File: config.mk
export PLATFORM = sky130hd
export DESIGN_NAME = lprt_cell
export DESIGN_NICKNAME = d
export VERILOG_FILES = /design/src/sv/lprt_pkg.sv /design/src/sv/lprt_cell.sv
export SDC_FILE = /design/constraint.sdc
export NUM_CORES = 1
export LEC_CHECK = 0
export BUFFER_PORTS_ARGS = -buffer_cell sky130_fd_sc_hd__buf_2
export CORE_AREA = 2 2 196 198
export CTS_BUF_LIST = sky130_fd_sc_hd__clkbuf_16
export CTS_CLUSTER_DIAMETER = 50
export DETAILED_ROUTE_END_ITERATION = 8
export DIE_AREA = 0 0 198 200
export GPL_ROUTABILITY_DRIVEN = 0
export PLACE_DENSITY = 0.6
export SETUP_SLACK_MARGIN = 0.15
export SLEW_MARGIN = 0
export SYNTH_ARGS = -nofsm -noshare
export SYNTH_HDL_FRONTEND = slang
export SYNTH_SLANG_ARGS = --single-unit
File: constraint.sdc
create_clock -name clk -period 4.44 [get_ports clk]
set_clock_uncertainty 0.1 [all_clocks]
set_input_delay 0.666 -clock clk [delete_from_list [all_inputs] [get_ports clk]]
set_output_delay 0.666 -clock clk [all_outputs]
set_load 0.05 [all_outputs]
File: src/sv/lprt_pkg.sv
// Package for the linear prefix route table.
// Holds the operation, status and write codes and the item types shared by the cells and the top.
// Depends on nothing.
package lprt_pkg;

	localparam int ADDR_W     = 32;
	localparam int PORT_W     = 4;
	localparam int PORT_COUNT = 16;
	localparam int IN_W       = 104;
	localparam int OUT_W      = 80;
	localparam int DEPTH_DEF  = 64;

	typedef enum logic [1:0] {
		OP_LOOKUP = 2'd0,
		OP_ADD    = 2'd1,
		OP_REMOVE = 2'd2
	} op_t;

	typedef enum logic [2:0] {
		STAT_OK        = 3'd0,
		STAT_NO_ROUTE  = 3'd1,
		STAT_EXISTS    = 3'd2,
		STAT_NOT_FOUND = 3'd3,
		STAT_FULL      = 3'd4
	} status_t;

	typedef enum logic [1:0] {
		WR_NONE,
		WR_REPLACE,
		WR_INSERT,
		WR_REMOVE
	} wr_kind_t;

	typedef enum logic [1:0] {
		S_IDLE,
		S_SEARCH,
		S_DELIVER
	} state_t;

	// Search item handed from cell to cell.
	typedef struct packed {
		logic [ADDR_W-1:0] address;
		logic [ADDR_W-1:0] prefix;
		logic [ADDR_W-1:0] mask;
		logic              hit;
		logic [ADDR_W-1:0] best_mask;
		logic [ADDR_W-1:0] best_gw;
		logic [PORT_W-1:0] best_port;
		logic              same;
		logic [ADDR_W-1:0] same_gw;
		logic [PORT_W-1:0] same_port;
		logic              free;
	} token_t;

	// Table update broadcast to all cells; only the marked cell applies it.
	typedef struct packed {
		wr_kind_t          kind;
		logic [ADDR_W-1:0] prefix;
		logic [ADDR_W-1:0] mask;
		logic [ADDR_W-1:0] gateway;
		logic [PORT_W-1:0] port;
	} wr_cmd_t;

	typedef struct packed {
		status_t           status;
		logic [ADDR_W-1:0] next_hop;
		logic [PORT_W-1:0] route_port;
		logic [ADDR_W-1:0] prev_gw;
		logic [PORT_W-1:0] prev_port;
	} result_t;

endpackage

File: src/sv/lprt_cell.sv
// One route table slot with its stage of the search chain.
// Compares the passing item against its entry, remembers whether it is the target of a later
// update, and applies that update. Depends on lprt_pkg.
module lprt_cell (
	input  logic             clk,
	input  logic             arst_n,
	input  logic             in_act,
	input  lprt_pkg::token_t in_tok,
	input  lprt_pkg::wr_cmd_t wr,
	output logic             out_act,
	output lprt_pkg::token_t out_tok
);
	import lprt_pkg::*;

	logic              valid_q;
	logic [ADDR_W-1:0] prefix_q;
	logic [ADDR_W-1:0] mask_q;
	logic [ADDR_W-1:0] gw_q;
	logic [PORT_W-1:0] port_q;
	logic              same_mark_q;
	logic              free_mark_q;
	logic              act_q;
	token_t            tok_q;

	logic   take;
	logic   same_here;
	logic   free_here;
	token_t tok_d;

	always_comb begin
		take      = valid_q && ((in_tok.address & mask_q) == prefix_q)
			&& (!in_tok.hit || (mask_q > in_tok.best_mask));
		same_here = valid_q && !in_tok.same && (mask_q == in_tok.mask)
			&& (prefix_q == in_tok.prefix);
		free_here = !valid_q && !in_tok.free;
		tok_d     = in_tok;
		if (take) begin
			tok_d.hit       = 1'b1;
			tok_d.best_mask = mask_q;
			tok_d.best_gw   = gw_q;
			tok_d.best_port = port_q;
		end
		if (same_here) begin
			tok_d.same      = 1'b1;
			tok_d.same_gw   = gw_q;
			tok_d.same_port = port_q;
		end
		if (free_here) begin
			tok_d.free = 1'b1;
		end
	end

	always_ff @(posedge clk or negedge arst_n) begin
		if (!arst_n) begin
			act_q       <= 1'b0;
			same_mark_q <= 1'b0;
			free_mark_q <= 1'b0;
			valid_q     <= 1'b0;
		end else begin
			act_q <= in_act;
			if (in_act) begin
				same_mark_q <= same_here;
				free_mark_q <= free_here;
			end
			if (wr.kind == WR_INSERT && free_mark_q) begin
				valid_q <= 1'b1;
			end else if (wr.kind == WR_REMOVE && same_mark_q) begin
				valid_q <= 1'b0;
			end
		end
	end

	always_ff @(posedge clk) begin
		tok_q <= tok_d;
		if (wr.kind == WR_INSERT && free_mark_q) begin
			prefix_q <= wr.prefix;
			mask_q   <= wr.mask;
			gw_q     <= wr.gateway;
			port_q   <= wr.port;
		end else if (wr.kind == WR_REPLACE && same_mark_q) begin
			gw_q   <= wr.gateway;
			port_q <= wr.port;
		end
	end

	assign out_act = act_q;
	assign out_tok = tok_q;

endmodule

==> impl_metrics.xml, run 1 <==
<?xml version="1.0" encoding="UTF-8"?>
<metrics>
  <group name="setup_path">
    <metric name="worst-setup-path-type" unit="">reg -&gt; reg</metric>
    <metric name="cp-end-kind" unit="">flip-flop</metric>
    <metric name="worst_ep_required_time" unit="ps">4760</metric>
    <metric name="critical_path_peak_fanout" unit="">21</metric>
    <metric name="timing.rr.start" unit="">mask_q[13]$_DFFE_PP_</metric>
    <metric name="worstReg2RegEnd" unit="">out_tok[104]$_DFF_P_</metric>
    <metric name="critPathArrivalTime" unit="ps">4100</metric>
    <metric name="regToRegSetupSlack" unit="ps">660</metric>
    <metric name="r2r.worst_path.cells" unit="">8</metric>
    <metric name="startpoint_type" unit="">flip-flop</metric>
  </group>
  <group name="power_and_ir_drop">
    <metric name="power.switching_fraction" unit="%">27.17</metric>
    <metric name="p_per_area" unit="nW/um2">477.7</metric>
    <metric name="cellLeakagePower" unit="nW">7.026</metric>
    <metric name="clockPowerShare" unit="%">45.1</metric>
    <metric name="internal-power" unit="mW">5.320</metric>
    <metric name="seq_power_share" unit="%">42.9</metric>
    <metric name="pwr-share-comb" unit="%">12.0</metric>
    <metric name="max-vdd-ir-drop" unit="V">0.0002870</metric>
    <metric name="power_switching" unit="mW">1.984</metric>
  </group>
  <group name="route">
    <metric name="detail_route.iter0.violations" unit="">298</metric>
    <metric name="wire_per_inst" unit="um">21.06</metric>
    <metric name="post-route-drc-count" unit="">0</metric>
    <metric name="drt_first_pass_iters" unit="">4</metric>
    <metric name="detail-route-antenna-nets" unit="">0</metric>
    <metric name="viasPerCell" unit="">4.287</metric>
    <metric name="postRouteWirelength" unit="mm">38.48</metric>
    <metric name="detailed_route_via_count" unit="">7833</metric>
  </group>
  <group name="clock_tree">
    <metric name="clock_tree.buffer_depth" unit="">3</metric>
    <metric name="ctsHtreeMaxLevel" unit="">2</metric>
    <metric name="postCtsSetupBuffers" unit="">0</metric>
    <metric name="tritoncts_num_sinks" unit="">307</metric>
    <metric name="clk_latency" unit="ps">540</metric>
    <metric name="tritoncts" unit="">yes</metric>
    <metric name="tritoncts.num_buffers" unit="">41</metric>
    <metric name="cts.reportedPaths.clkPinSlew" unit="ps">60</metric>
    <metric name="cts_root_buffer" unit="">clkbuf_16</metric>
  </group>
  <group name="final_layout">
    <metric name="core_utilization_of_the_finished_layout" unit="%">40.88</metric>
    <metric name="final_layout_size_suffix_gt1_share" unit="%">52.32</metric>
    <metric name="layout.cells.non_filler" unit="">1827</metric>
    <metric name="area.growth.synth_to_final" unit="%">43.43</metric>
    <metric name="nets" unit="">1623</metric>
    <metric name="layout.cell_area.non_filler" unit="um2">15290</metric>
  </group>
  <group name="place">
    <metric name="port_buffers" unit="">511</metric>
    <metric name="post-place-cells" unit="">1750</metric>
    <metric name="dp.final_hpwl" unit="mm">31.45</metric>
    <metric name="place_area" unit="um2">13870</metric>
  </group>
  <group name="yosys">
    <metric name="synth-edff-count" unit="">100</metric>
    <metric name="post_synth_num_cell_types" unit="">45</metric>
    <metric name="synthesis.instances" unit="">733</metric>
    <metric name="synthFlopType" unit="">dfxtp_1</metric>
    <metric name="synth_top_cell_by_area" unit="">dfxtp_1</metric>
    <metric name="synth_area_leaders" unit="">dfxtp_1 38%, edfxtp_1 28%, mux2_2 8.7%</metric>
    <metric name="syn-num-nets" unit="">1073</metric>
    <metric name="postSynthRegisterBits" unit="">307</metric>
    <metric name="yosysMostFrequentCell" unit="">dfxtp_1</metric>
    <metric name="synth_seq_area_share" unit="%">67.23</metric>
    <metric name="post-synth-top-area-fraction" unit="%">38.12</metric>
    <metric name="syn_area_per_cell" unit="um2">14.54</metric>
    <metric name="asyncSetResetFlopFracSynth" unit="%">1.303</metric>
    <metric name="syn_area" unit="um2">10660</metric>
    <metric name="synth.top_cells.by_count" unit="">203 x dfxtp_1, 100 x edfxtp_1, 82 x mux2_2</metric>
    <metric name="ys.warnings.count" unit="">0</metric>
  </group>
  <group name="sta">
    <metric name="final_max_slew_viol_count" unit="">0</metric>
    <metric name="hold_viol" unit="">0</metric>
    <metric name="fmax" unit="GHz">0.2644</metric>
    <metric name="max-slew-margin-rel" unit="%">23.94</metric>
    <metric name="setup_tns" unit="ps">0</metric>
    <metric name="period_needed" unit="ps">3782</metric>
    <metric name="rsz0062_at_grt" unit="">false</metric>
    <metric name="report.final.setup_viol" unit="">0</metric>
    <metric name="worst_slew_pin_slew" unit="ps">1137</metric>
    <metric name="timing.final.crit_share" unit="%">85.18</metric>
    <metric name="timing.hold.ws" unit="ps">143.7</metric>
  </group>
  <group name="global_routing">
    <metric name="grt_remaining_overflow" unit="">0</metric>
    <metric name="grt_usage" unit="%">18.44</metric>
    <metric name="grt_antenna_before_repair" unit="">6</metric>
    <metric name="grt_pass1_wl" unit="mm">51.82</metric>
    <metric name="first_global_vias" unit="">7877</metric>
    <metric name="grt_start_max_net_pins" unit="">48</metric>
  </group>
  <group name="floorplan">
    <metric name="floorplan_die_width" unit="um">198</metric>
    <metric name="fp.coreArea" unit="um2">37400</metric>
    <metric name="initial_core_util" unit="%">28.50</metric>
    <metric name="floorplan_row_count" unit="">71</metric>
    <metric name="die-height" unit="um">200</metric>
    <metric name="io_count" unit="">512</metric>
    <metric name="floorplan.die_area" unit="um2">39600</metric>
  </group>
  <group name="run">
    <metric name="max_cap_violations" unit="">0</metric>
  </group>
  <group name="min_path">
    <metric name="worst_hold_path.num_cells" unit="">1</metric>
    <metric name="hold_path_class" unit="">in -&gt; reg</metric>
    <metric name="hold_path.startpoint" unit="">in_tok[171]</metric>
    <metric name="timing.hold.worst_endpoint" unit="">out_tok[171]$_DFF_P_</metric>
  </group>
  <group name="status">
    <metric name="outcome" unit="">completed</metric>
  </group>
</metrics>
==> power by group through the flow <==
stage                     registers (mW)  clock network (mW)  logic, mW
final                               3.13                3.30      0.879
after global routing                3.14                3.48      0.930
after CTS                           3.13                3.38      0.888
after detailed placement            3.19                   0      0.884
after global placement              3.19                   0      0.878
after floorplan                     3.52                   0      0.181
==> sequential cells by signal (all words and copies together) (netlist names) <==
| register | count |
|---|---|
| prefix_q | 32 |
| gw_q | 32 |
| valid_q | 1 |
| out_act | 1 |
| free_mark_q | 1 |
| same_mark_q | 1 |
| out_tok | 203 |
| port_q | 4 |
| mask_q | 32 |
==> cell families after synthesis <==
| logic type | synth area share, % |
|---|---|
| DFF | 67.23 |
| muxes | 11.76 |
| and+or+nand+nor | 5.176 |
| AOI/OAI and AO/OA | 4.226 |
| xor gates and xnor gates | 5.422 |
| buffers and inverters | 2.429 |
| adders and majority gates | 3.756 |
==> worst max-delay path, cell delays in order, from the launching register on <==
cell,delay (ps)
edfxtp_1,510
ha_1,350
nand4_1,270
nor4_1,730
o21ai_0,300
o41a_1,260
o311ai_4,370
buf_4,380
mux2_2,380
==> what timing repair did <==
item	4_1_cts	5_1_grt
endpoints found under the setup margin	0	0
hold buffers	1	0
hold endpoints to repair	4	0
gates resized for setup	0	0
==> how the worst max path moves through the flow <==
stage | startpoint | to | slack, ps | cells past startpoint
after floorplan | wr[101] | mask_q[0]$_DFFE_PP_ | 440 | 2
after global placement | in_tok[87] | out_tok[104]$_DFF_P_ | 440 | 10
after detailed placement | in_tok[87] | out_tok[97]$_DFF_P_ | 410 | 10
after CTS | mask_q[13]$_DFFE_PP_ | out_tok[104]$_DFF_P_ | 650 | 8
after global routing | mask_q[13]$_DFFE_PP_ | out_tok[99]$_DFF_P_ | 490 | 8
final | mask_q[13]$_DFFE_PP_ | out_tok[104]$_DFF_P_ | 660 | 8
==> cell usage in the layout (no fill, tap or decap), types with 23 or more instances in the layout <==
master     instances
nand2_1           23
dfxtp_1          203
mux2_2            82
clkbuf_16         45
ha_1              32
buf_2            511
nand4_1           24
edfxtp_1         100
inv_1             53
xnor2_1           49
==> routing by layer <==
metal  track usage, %  vias to the layer above  part of all wire (%)
met5                0                        -                  0.15
met4            5.764                        8                   1.8
met3            4.469                       48                   5.7
met2            30.26                      273                    49
met1            24.06                     3769                    44
li1                 -                     3735                     -
==> final cells by class <==
class | count | area (um2)
fillers | 3590 | 22110
flip-flops and latches | 307 | 7167
multi-input cells | 367 | 3272
repair buffers | 518 | 2625
clock buffers | 45 | 1126
well taps | 511 | 639.4
clock inverters | 30 | 277.8
inverters | 48 | 180.2
diodes | 1 | 2.502
==> metrics by stage <==
stage | setup slack (ps) | power (mW)
after detailed placement | 408.4 | 4.076
after global placement | 437.2 | 4.068
after CTS | 648.1 | 7.399
after global routing | 487.4 | 7.553
after floorplan | 444.6 | 3.702
final | 658.0 | 7.304
Note: power is estimated with default switching activity, not from simulation.
==> run 2: changes to the inputs <==
--- a/config.mk
+++ b/config.mk
@@ -6,13 +6,13 @@
 export NUM_CORES = 1
 export LEC_CHECK = 0
 export BUFFER_PORTS_ARGS = -buffer_cell sky130_fd_sc_hd__buf_2
-export CORE_AREA = 2 2 196 198
+export CORE_AREA = 10 10 193 195
 export CTS_BUF_LIST = sky130_fd_sc_hd__clkbuf_16
 export CTS_CLUSTER_DIAMETER = 50
 export DETAILED_ROUTE_END_ITERATION = 8
-export DIE_AREA = 0 0 198 200
+export DIE_AREA = 0 0 203 205
 export GPL_ROUTABILITY_DRIVEN = 0
-export PLACE_DENSITY = 0.6
+export PLACE_DENSITY = 0.65
 export SETUP_SLACK_MARGIN = 0.15
 export SLEW_MARGIN = 0
 export SYNTH_ARGS = -nofsm -noshare
==> run 2 against run 1 <==
Maximum frequency decreased by 2.0%. Total power fell by 4.1%. Final cell count is 3.6% lower. Combinational power rose by 0.9%. Utilization is 4.3 points higher. Highest routed layer unchanged. Worst setup slack worse by 76 ps. Non-clock buffer count decreased by 1. Hold slack improved by 13 ps. Via count up 1.6%. Routed wire length increased by 9.0%.
==> impl_metrics.xml, run 2 (synthesis gave the netlist of run 1 again) <==
<?xml version="1.0" encoding="UTF-8"?>
<metrics>
  <group name="power_and_ir_drop">
    <metric name="clockPowerShare" unit="%">42.6</metric>
    <metric name="power.switching_fraction" unit="%">27.55</metric>
    <metric name="p_per_area" unit="nW/um2">465.1</metric>
    <metric name="power_switching" unit="mW">1.929</metric>
    <metric name="totalPowerFinal" unit="mW">7.001</metric>
    <metric name="seq_power_share" unit="%">44.7</metric>
    <metric name="internal-power" unit="mW">5.072</metric>
    <metric name="pwr-share-comb" unit="%">12.7</metric>
    <metric name="max-vdd-ir-drop" unit="V">0.0002895</metric>
    <metric name="cellLeakagePower" unit="nW">6.964</metric>
  </group>
  <group name="final_layout">
    <metric name="nets" unit="">1619</metric>
    <metric name="leading_cell_type_in_the_layout_fill_and_taps_excluded" unit="">buf_2</metric>
    <metric name="largest_register_ffs" unit="">203</metric>
    <metric name="area.growth.synth_to_final" unit="%">41.20</metric>
    <metric name="layout.area.seq" unit="um2">7167</metric>
    <metric name="layout.cell_area.non_filler" unit="um2">15050</metric>
    <metric name="core_utilization_of_the_finished_layout" unit="%">45.23</metric>
    <metric name="most-common-layout-cells" unit="">511 x buf_2, 203 x dfxtp_1, 100 x edfxtp_1</metric>
    <metric name="multiInputGateArea" unit="um2">3272</metric>
    <metric name="filler_cell_count" unit="">3102</metric>
    <metric name="layout.cells.non_filler" unit="">1761</metric>
    <metric name="final_layout_size_suffix_gt1_share" unit="%">51.95</metric>
  </group>
  <group name="route">
    <metric name="detail_route.iter0.violations" unit="">376</metric>
    <metric name="viasPerCell" unit="">4.518</metric>
    <metric name="post-route-drc-count" unit="">0</metric>
    <metric name="wire_per_inst" unit="um">23.82</metric>
    <metric name="detailed_route_via_count" unit="">7957</metric>
    <metric name="detail-route-antenna-nets" unit="">0</metric>
    <metric name="postRouteWirelength" unit="mm">41.94</metric>
    <metric name="drt_first_pass_iters" unit="">4</metric>
  </group>
  <group name="min_path">
    <metric name="hold_path_class" unit="">in -&gt; reg</metric>
  </group>
  <group name="floorplan">
    <metric name="fp.coreArea" unit="um2">33280</metric>
    <metric name="initial_core_util" unit="%">32.03</metric>
    <metric name="io_count" unit="">512</metric>
    <metric name="floorplan_die_width" unit="um">203</metric>
    <metric name="die-height" unit="um">205</metric>
    <metric name="floorplan_row_count" unit="">67</metric>
    <metric name="floorplan.die_area" unit="um2">41620</metric>
  </group>
  <group name="place">
    <metric name="port_buffers" unit="">511</metric>
    <metric name="place_area" unit="um2">13790</metric>
    <metric name="post-place-cells" unit="">1686</metric>
    <metric name="dp.final_hpwl" unit="mm">34.58</metric>
    <metric name="minimum_setup_slack_after_placement" unit="ps">329.5</metric>
  </group>
  <group name="sta">
    <metric name="fin_ws" unit="ps">582.4</metric>
    <metric name="timing.final.crit_share" unit="%">86.88</metric>
    <metric name="period_needed" unit="ps">3858</metric>
    <metric name="hold_viol" unit="">0</metric>
    <metric name="max-slew-margin-rel" unit="%">35.24</metric>
    <metric name="report.final.setup_viol" unit="">0</metric>
    <metric name="timing.hold.ws" unit="ps">156.8</metric>
    <metric name="final_max_slew_viol_count" unit="">0</metric>
    <metric name="rsz0062_at_grt" unit="">false</metric>
    <metric name="setup_tns" unit="ps">0</metric>
    <metric name="fmax" unit="GHz">0.2592</metric>
    <metric name="worst_slew_pin_slew" unit="ps">969.2</metric>
  </group>
  <group name="run">
    <metric name="max_cap_violations" unit="">0</metric>
  </group>
  <group name="clock_tree">
    <metric name="cts.reportedPaths.clkPinSlew" unit="ps">60</metric>
    <metric name="clock_tree.buffer_depth" unit="">3</metric>
    <metric name="tritoncts" unit="">yes</metric>
    <metric name="ctsHtreeMaxLevel" unit="">2</metric>
    <metric name="tritoncts_num_sinks" unit="">307</metric>
    <metric name="tritoncts.num_buffers" unit="">38</metric>
    <metric name="cts_root_buffer" unit="">clkbuf_16</metric>
    <metric name="postCtsResizedCells" unit="">0</metric>
    <metric name="clk_latency" unit="ps">520</metric>
  </group>
  <group name="global_routing">
    <metric name="grt_pass1_wl" unit="mm">57.37</metric>
    <metric name="grt_start_max_net_pins" unit="">69</metric>
    <metric name="grt_antenna_before_repair" unit="">11</metric>
    <metric name="grt_usage" unit="%">18.98</metric>
    <metric name="grt_remaining_overflow" unit="">0</metric>
    <metric name="first_global_vias" unit="">8414</metric>
  </group>
  <group name="setup_path">
    <metric name="startpoint_type" unit="">flip-flop</metric>
    <metric name="cp-end-kind" unit="">flip-flop</metric>
    <metric name="worst-setup-path-type" unit="">reg -&gt; reg</metric>
    <metric name="critPathArrivalTime" unit="ps">4160</metric>
    <metric name="critical_path_peak_fanout" unit="">68</metric>
    <metric name="worst_ep_required_time" unit="ps">4750</metric>
  </group>
  <group name="status">
    <metric name="outcome" unit="">completed</metric>
  </group>
</metrics>
-- run 2: cell types whose count changed in the layout (fill, tap and decap cells not counted) --
cell	before	now
clkbuf_16	45	42
diode_2	1	4
inv_1	53	56
bufinv_16	2	0
clkinv_2	4	6
clkinv_4	2	0
buf_4	5	4
clkinv_1	5	4
clkinv_8	4	3
clkinvlp_4	2	1
-- run 2: layout make-up --
type / instances / share of cell area (%)
Sequential cell: 307 / 47.61
Tap cell: 448 / 3.724
Antenna cell: 4 / 0.06650
Timing Repair Buffer: 517 / 17.39
Inverter: 48 / 1.197
Clock buffer: 42 / 6.983
Multi-Input combinational cell: 367 / 21.74
Clock inverter: 28 / 1.288
-- run 2: power groups by stage --
stage          sequential [mW]  combinational (mW)  clock (mW)
2_1_floorplan             3.52               0.181           0
3_3_place_gp              3.19               0.883           0
3_5_place_dp              3.19               0.893           0
4_1_cts                   3.13               0.898        3.05
5_1_grt                   3.14               0.940        3.17
6_report                  3.13               0.887        2.99
-- run 2: critical path, stage by stage (launching register included) --
cell	delay (ps)
edfxtp_1	510
ha_1	360
nand4_1	280
nor4_1	770
o21ai_0	280
o41a_1	210
o311ai_4	330
buf_12	380
mux2_2	400
-- run 2: layer usage --
layer / global-route usage (%) / part of all wire, %
met1: 21.94 / 39
met2: 32.36 / 50
met3: 6.223 / 8.0
met4: 6.715 / 2.6
met5: 0 / 0.20
-- run 2: path summary, 6_finish.rpt --
kind,startpoint,to,slack (ps),cells after the start
worst min-delay path,in_tok[194],out_tok[194]$_DFF_P_,160,1
worst max-delay path,mask_q[13]$_DFFE_PP_,out_tok[38]$_DFF_P_,580,8
worst min register to register,gw_q[23]$_DFFE_PP_,out_tok[28]$_DFF_P_,400,1
min in group asynchronous,arst_n,out_act$_DFF_PN0_,430,2
worst max register to register,mask_q[13]$_DFFE_PP_,out_tok[38]$_DFF_P_,580,8
max in group asynchronous,arst_n,same_mark_q$_DFFE_PN0P_,3670,2
-- run 2: what timing repair did --
action                                 in CTS  in global routing
setup buffers                               0                  0
endpoints found under the hold margin       4                  0
hold buffers                                1                  0
==> run 3: changes to the inputs <==
--- a/config.mk
+++ b/config.mk
@@ -6,13 +6,13 @@
 export NUM_CORES = 1
 export LEC_CHECK = 0
 export BUFFER_PORTS_ARGS = -buffer_cell sky130_fd_sc_hd__buf_2
-export CORE_AREA = 10 10 193 195
+export CORE_AREA = 10 10 191 193
 export CTS_BUF_LIST = sky130_fd_sc_hd__clkbuf_16
 export CTS_CLUSTER_DIAMETER = 50
 export DETAILED_ROUTE_END_ITERATION = 8
-export DIE_AREA = 0 0 203 205
+export DIE_AREA = 0 0 201 203
 export GPL_ROUTABILITY_DRIVEN = 0
-export PLACE_DENSITY = 0.65
+export PLACE_DENSITY = 0.68
 export SETUP_SLACK_MARGIN = 0.15
 export SLEW_MARGIN = 0
 export SYNTH_ARGS = -nofsm -noshare
==> constraint.sdc (replaced) <==
create_clock -name clk -period 3.4 [get_ports clk]
set_clock_uncertainty 0.1 [all_clocks]
set_input_delay 0.51 -clock clk [delete_from_list [all_inputs] [get_ports clk]]
set_output_delay 0.51 -clock clk [all_outputs]
set_load 0.05 [all_outputs]
==> run 3 against run 2 <==
Total power is 28% higher. Register-to-register slack worse by 400 ps. Global-route usage is 0.94 points higher.
==> impl_metrics.xml, run 3 (synthesis gave the netlist of run 1 again) <==
<?xml version="1.0" encoding="UTF-8"?>
<metrics>
  <group name="final_layout">
    <metric name="final_layout_size_suffix_gt1_share" unit="%">52.78</metric>
    <metric name="leading_cell_type_in_the_layout_fill_and_taps_excluded" unit="">buf_2</metric>
    <metric name="layout.cell_area.non_filler" unit="um2">15280</metric>
    <metric name="layout.area.seq" unit="um2">7167</metric>
    <metric name="largest_register_ffs" unit="">203</metric>
    <metric name="multiInputGateArea" unit="um2">3307</metric>
    <metric name="most-common-layout-cells" unit="">511 x buf_2, 203 x dfxtp_1, 100 x edfxtp_1</metric>
    <metric name="filler_cell_count" unit="">2986</metric>
    <metric name="area.growth.synth_to_final" unit="%">43.38</metric>
    <metric name="nets" unit="">1645</metric>
  </group>
  <group name="route">
    <metric name="wirelength_met1" unit="mm">17.36</metric>
    <metric name="wl_met3" unit="mm">2.562</metric>
    <metric name="detail-route-antenna-nets" unit="">0</metric>
    <metric name="top_signal_layer_used" unit="">met5</metric>
    <metric name="drt_first_pass_iters" unit="">5</metric>
    <metric name="detail_route.iter0.violations" unit="">372</metric>
    <metric name="post-route-drc-count" unit="">0</metric>
    <metric name="viasPerCell" unit="">4.479</metric>
    <metric name="postRouteWirelength" unit="mm">42.74</metric>
    <metric name="met2WireLength" unit="mm">21.99</metric>
    <metric name="wire_per_inst" unit="um">24.08</metric>
    <metric name="detailed_route_via_count" unit="">7951</metric>
  </group>
  <group name="setup_path">
    <metric name="critical_path_peak_fanout" unit="">18</metric>
    <metric name="critPathArrivalTime" unit="ps">3520</metric>
    <metric name="worst_ep_required_time" unit="ps">3700</metric>
    <metric name="critical-path-max-stage-delay" unit="ps">520</metric>
    <metric name="cp.buffers_inverters" unit="">2</metric>
    <metric name="crit_chain" unit="">ha_1, nand4_1, nor4_2, nor2b_2, nor2_1, o311ai_4, buf_6, clkbuf_16, mux2_2</metric>
    <metric name="critPathTopFamily" unit="">simple AND/OR/NAND/NOR gates</metric>
    <metric name="cp-end-kind" unit="">flip-flop</metric>
    <metric name="worst-setup-path-type" unit="">reg -&gt; reg</metric>
    <metric name="startpoint_type" unit="">flip-flop</metric>
    <metric name="critPathSlowestCell" unit="">edfxtp_1</metric>
  </group>
  <group name="clock_tree">
    <metric name="clk_latency" unit="ps">510</metric>
    <metric name="cts_root_buffer" unit="">clkbuf_16</metric>
    <metric name="ctsHtreeMaxLevel" unit="">2</metric>
    <metric name="tritoncts.num_buffers" unit="">37</metric>
    <metric name="clock_tree.buffer_depth" unit="">3</metric>
    <metric name="tritoncts_num_sinks" unit="">307</metric>
    <metric name="cts.reportedPaths.clkPinSlew" unit="ps">60</metric>
    <metric name="tritoncts" unit="">yes</metric>
  </group>
  <group name="global_routing">
    <metric name="grt_remaining_overflow" unit="">0</metric>
    <metric name="grt_start_max_net_pins" unit="">65</metric>
    <metric name="first_global_vias" unit="">8756</metric>
    <metric name="grt_antenna_before_repair" unit="">5</metric>
    <metric name="grt_pass1_wl" unit="mm">59.88</metric>
    <metric name="grt_usage" unit="%">19.91</metric>
  </group>
  <group name="power_and_ir_drop">
    <metric name="pwr-share-comb" unit="%">13.3</metric>
    <metric name="p_per_area" unit="nW/um2">586.9</metric>
    <metric name="internal-power" unit="mW">6.502</metric>
    <metric name="power_switching" unit="mW">2.468</metric>
    <metric name="max-vdd-ir-drop" unit="V">0.0004301</metric>
    <metric name="seq_power_share" unit="%">45.5</metric>
    <metric name="power.switching_fraction" unit="%">27.52</metric>
    <metric name="cellLeakagePower" unit="nW">7.068</metric>
    <metric name="clockPowerShare" unit="%">41.3</metric>
  </group>
  <group name="floorplan">
    <metric name="floorplan_die_width" unit="um">201</metric>
    <metric name="floorplan_row_count" unit="">66</metric>
    <metric name="initial_core_util" unit="%">32.85</metric>
    <metric name="floorplan.die_area" unit="um2">40800</metric>
    <metric name="fp.coreArea" unit="um2">32450</metric>
    <metric name="io_count" unit="">512</metric>
    <metric name="die-height" unit="um">203</metric>
  </group>
  <group name="place">
    <metric name="dp.final_hpwl" unit="mm">34.75</metric>
    <metric name="place_area" unit="um2">13880</metric>
    <metric name="minimum_setup_slack_after_placement" unit="ps">-36.88</metric>
    <metric name="port_buffers" unit="">511</metric>
  </group>
  <group name="status">
    <metric name="outcome" unit="">completed</metric>
  </group>
  <group name="sta">
    <metric name="final_max_slew_viol_count" unit="">0</metric>
    <metric name="timing.final.crit_share" unit="%">94.76</metric>
    <metric name="max-slew-margin-rel" unit="%">63.09</metric>
    <metric name="hold_viol" unit="">0</metric>
    <metric name="fin_ws" unit="ps">178.2</metric>
    <metric name="fmax" unit="GHz">0.3104</metric>
    <metric name="period_needed" unit="ps">3222</metric>
    <metric name="report.final.setup_viol" unit="">0</metric>
    <metric name="worst_slew_pin_slew" unit="ps">548.6</metric>
    <metric name="rsz0062_at_grt" unit="">true</metric>
  </group>
  <group name="run">
    <metric name="max_cap_violations" unit="">0</metric>
  </group>
  <group name="min_path">
    <metric name="hold_path_class" unit="">in -&gt; reg</metric>
  </group>
</metrics>
[run 3: cell types whose count changed in the layout (fill, tap and decap cells not counted), moves of 3 or more]
cell | previous run | this run
buf_4 | 4 | 17
dlygate4sd3_1 | 1 | 8
inv_1 | 56 | 52
buf_12 | 1 | 4
clkinv_4 | 0 | 3
inv_8 | 4 | 1
[run 3: area by class of cell]
type	instances	share of cell area, %
Sequential cell	307	46.89
Multi-Input combinational cell	367	21.64
Timing Repair Buffer	544	19.09
Clock buffer	38	6.221
Tap cell	442	3.618
Clock inverter	26	1.318
Inverter	48	1.179
Antenna cell	3	0.04912
[run 3: stage by stage]
step                TNS (ps)  std cells  hold WS [ps]  power (mW)  utilization (%)
floorplan                  0        733         114.4       4.832                -
global placement       -2065       1688         227.6       5.323            42.76
detailed placement    -593.3       1688         226.3       5.337            42.76
CTS                        0       1763        0.1040       9.042            46.67
global route               0       1774         8.817       9.290            47.09
finish                     0       1775         14.58       8.970            47.10
[run 3: power groups by stage]
stage	registers, mW	clock network (mW)	logic (mW)
5_1_grt	4.10	3.93	1.26
2_1_floorplan	4.59	0	0.237
3_3_place_gp	4.16	0	1.16
3_5_place_dp	4.16	0	1.17
6_report	4.08	3.70	1.19
4_1_cts	4.08	3.77	1.19
[run 3: metal layers]
| layer | vias to the layer above | global-route usage, % |
|---|---|---|
| met1 | 3823 | 23.72 |
| met2 | 292 | 35.21 |
| met3 | 55 | 4.808 |
| met4 | 6 | 5.112 |
| met5 | - | 0 |
| li1 | 3775 | - |
[run 3: worst paths after layout]
path                       slack (ps)  cells after the start                  from                       to
setup / recovery                  180                      9  mask_q[13]$_DFFE_PP_      out_tok[38]$_DFF_P_
max in group asynchronous        2830                      2                arst_n        out_act$_DFF_PN0_
setup reg to reg                  180                      9  mask_q[13]$_DFFE_PP_      out_tok[38]$_DFF_P_
min in group asynchronous         250                      2                arst_n  free_mark_q$_DFFE_PN0P_
hold / removal                     10                      1           in_tok[192]     out_tok[192]$_DFF_P_
hold reg to reg                   400                      1    gw_q[24]$_DFFE_PP_      out_tok[29]$_DFF_P_
[run 3: repair_timing]
item	CTS	global route
gates cloned	0	2
setup buffers	3	7
gates resized for setup	2	6
pin swaps	0	3
hold buffers	8	0
endpoints found under the setup margin	99	80
hold endpoints to repair	11	0
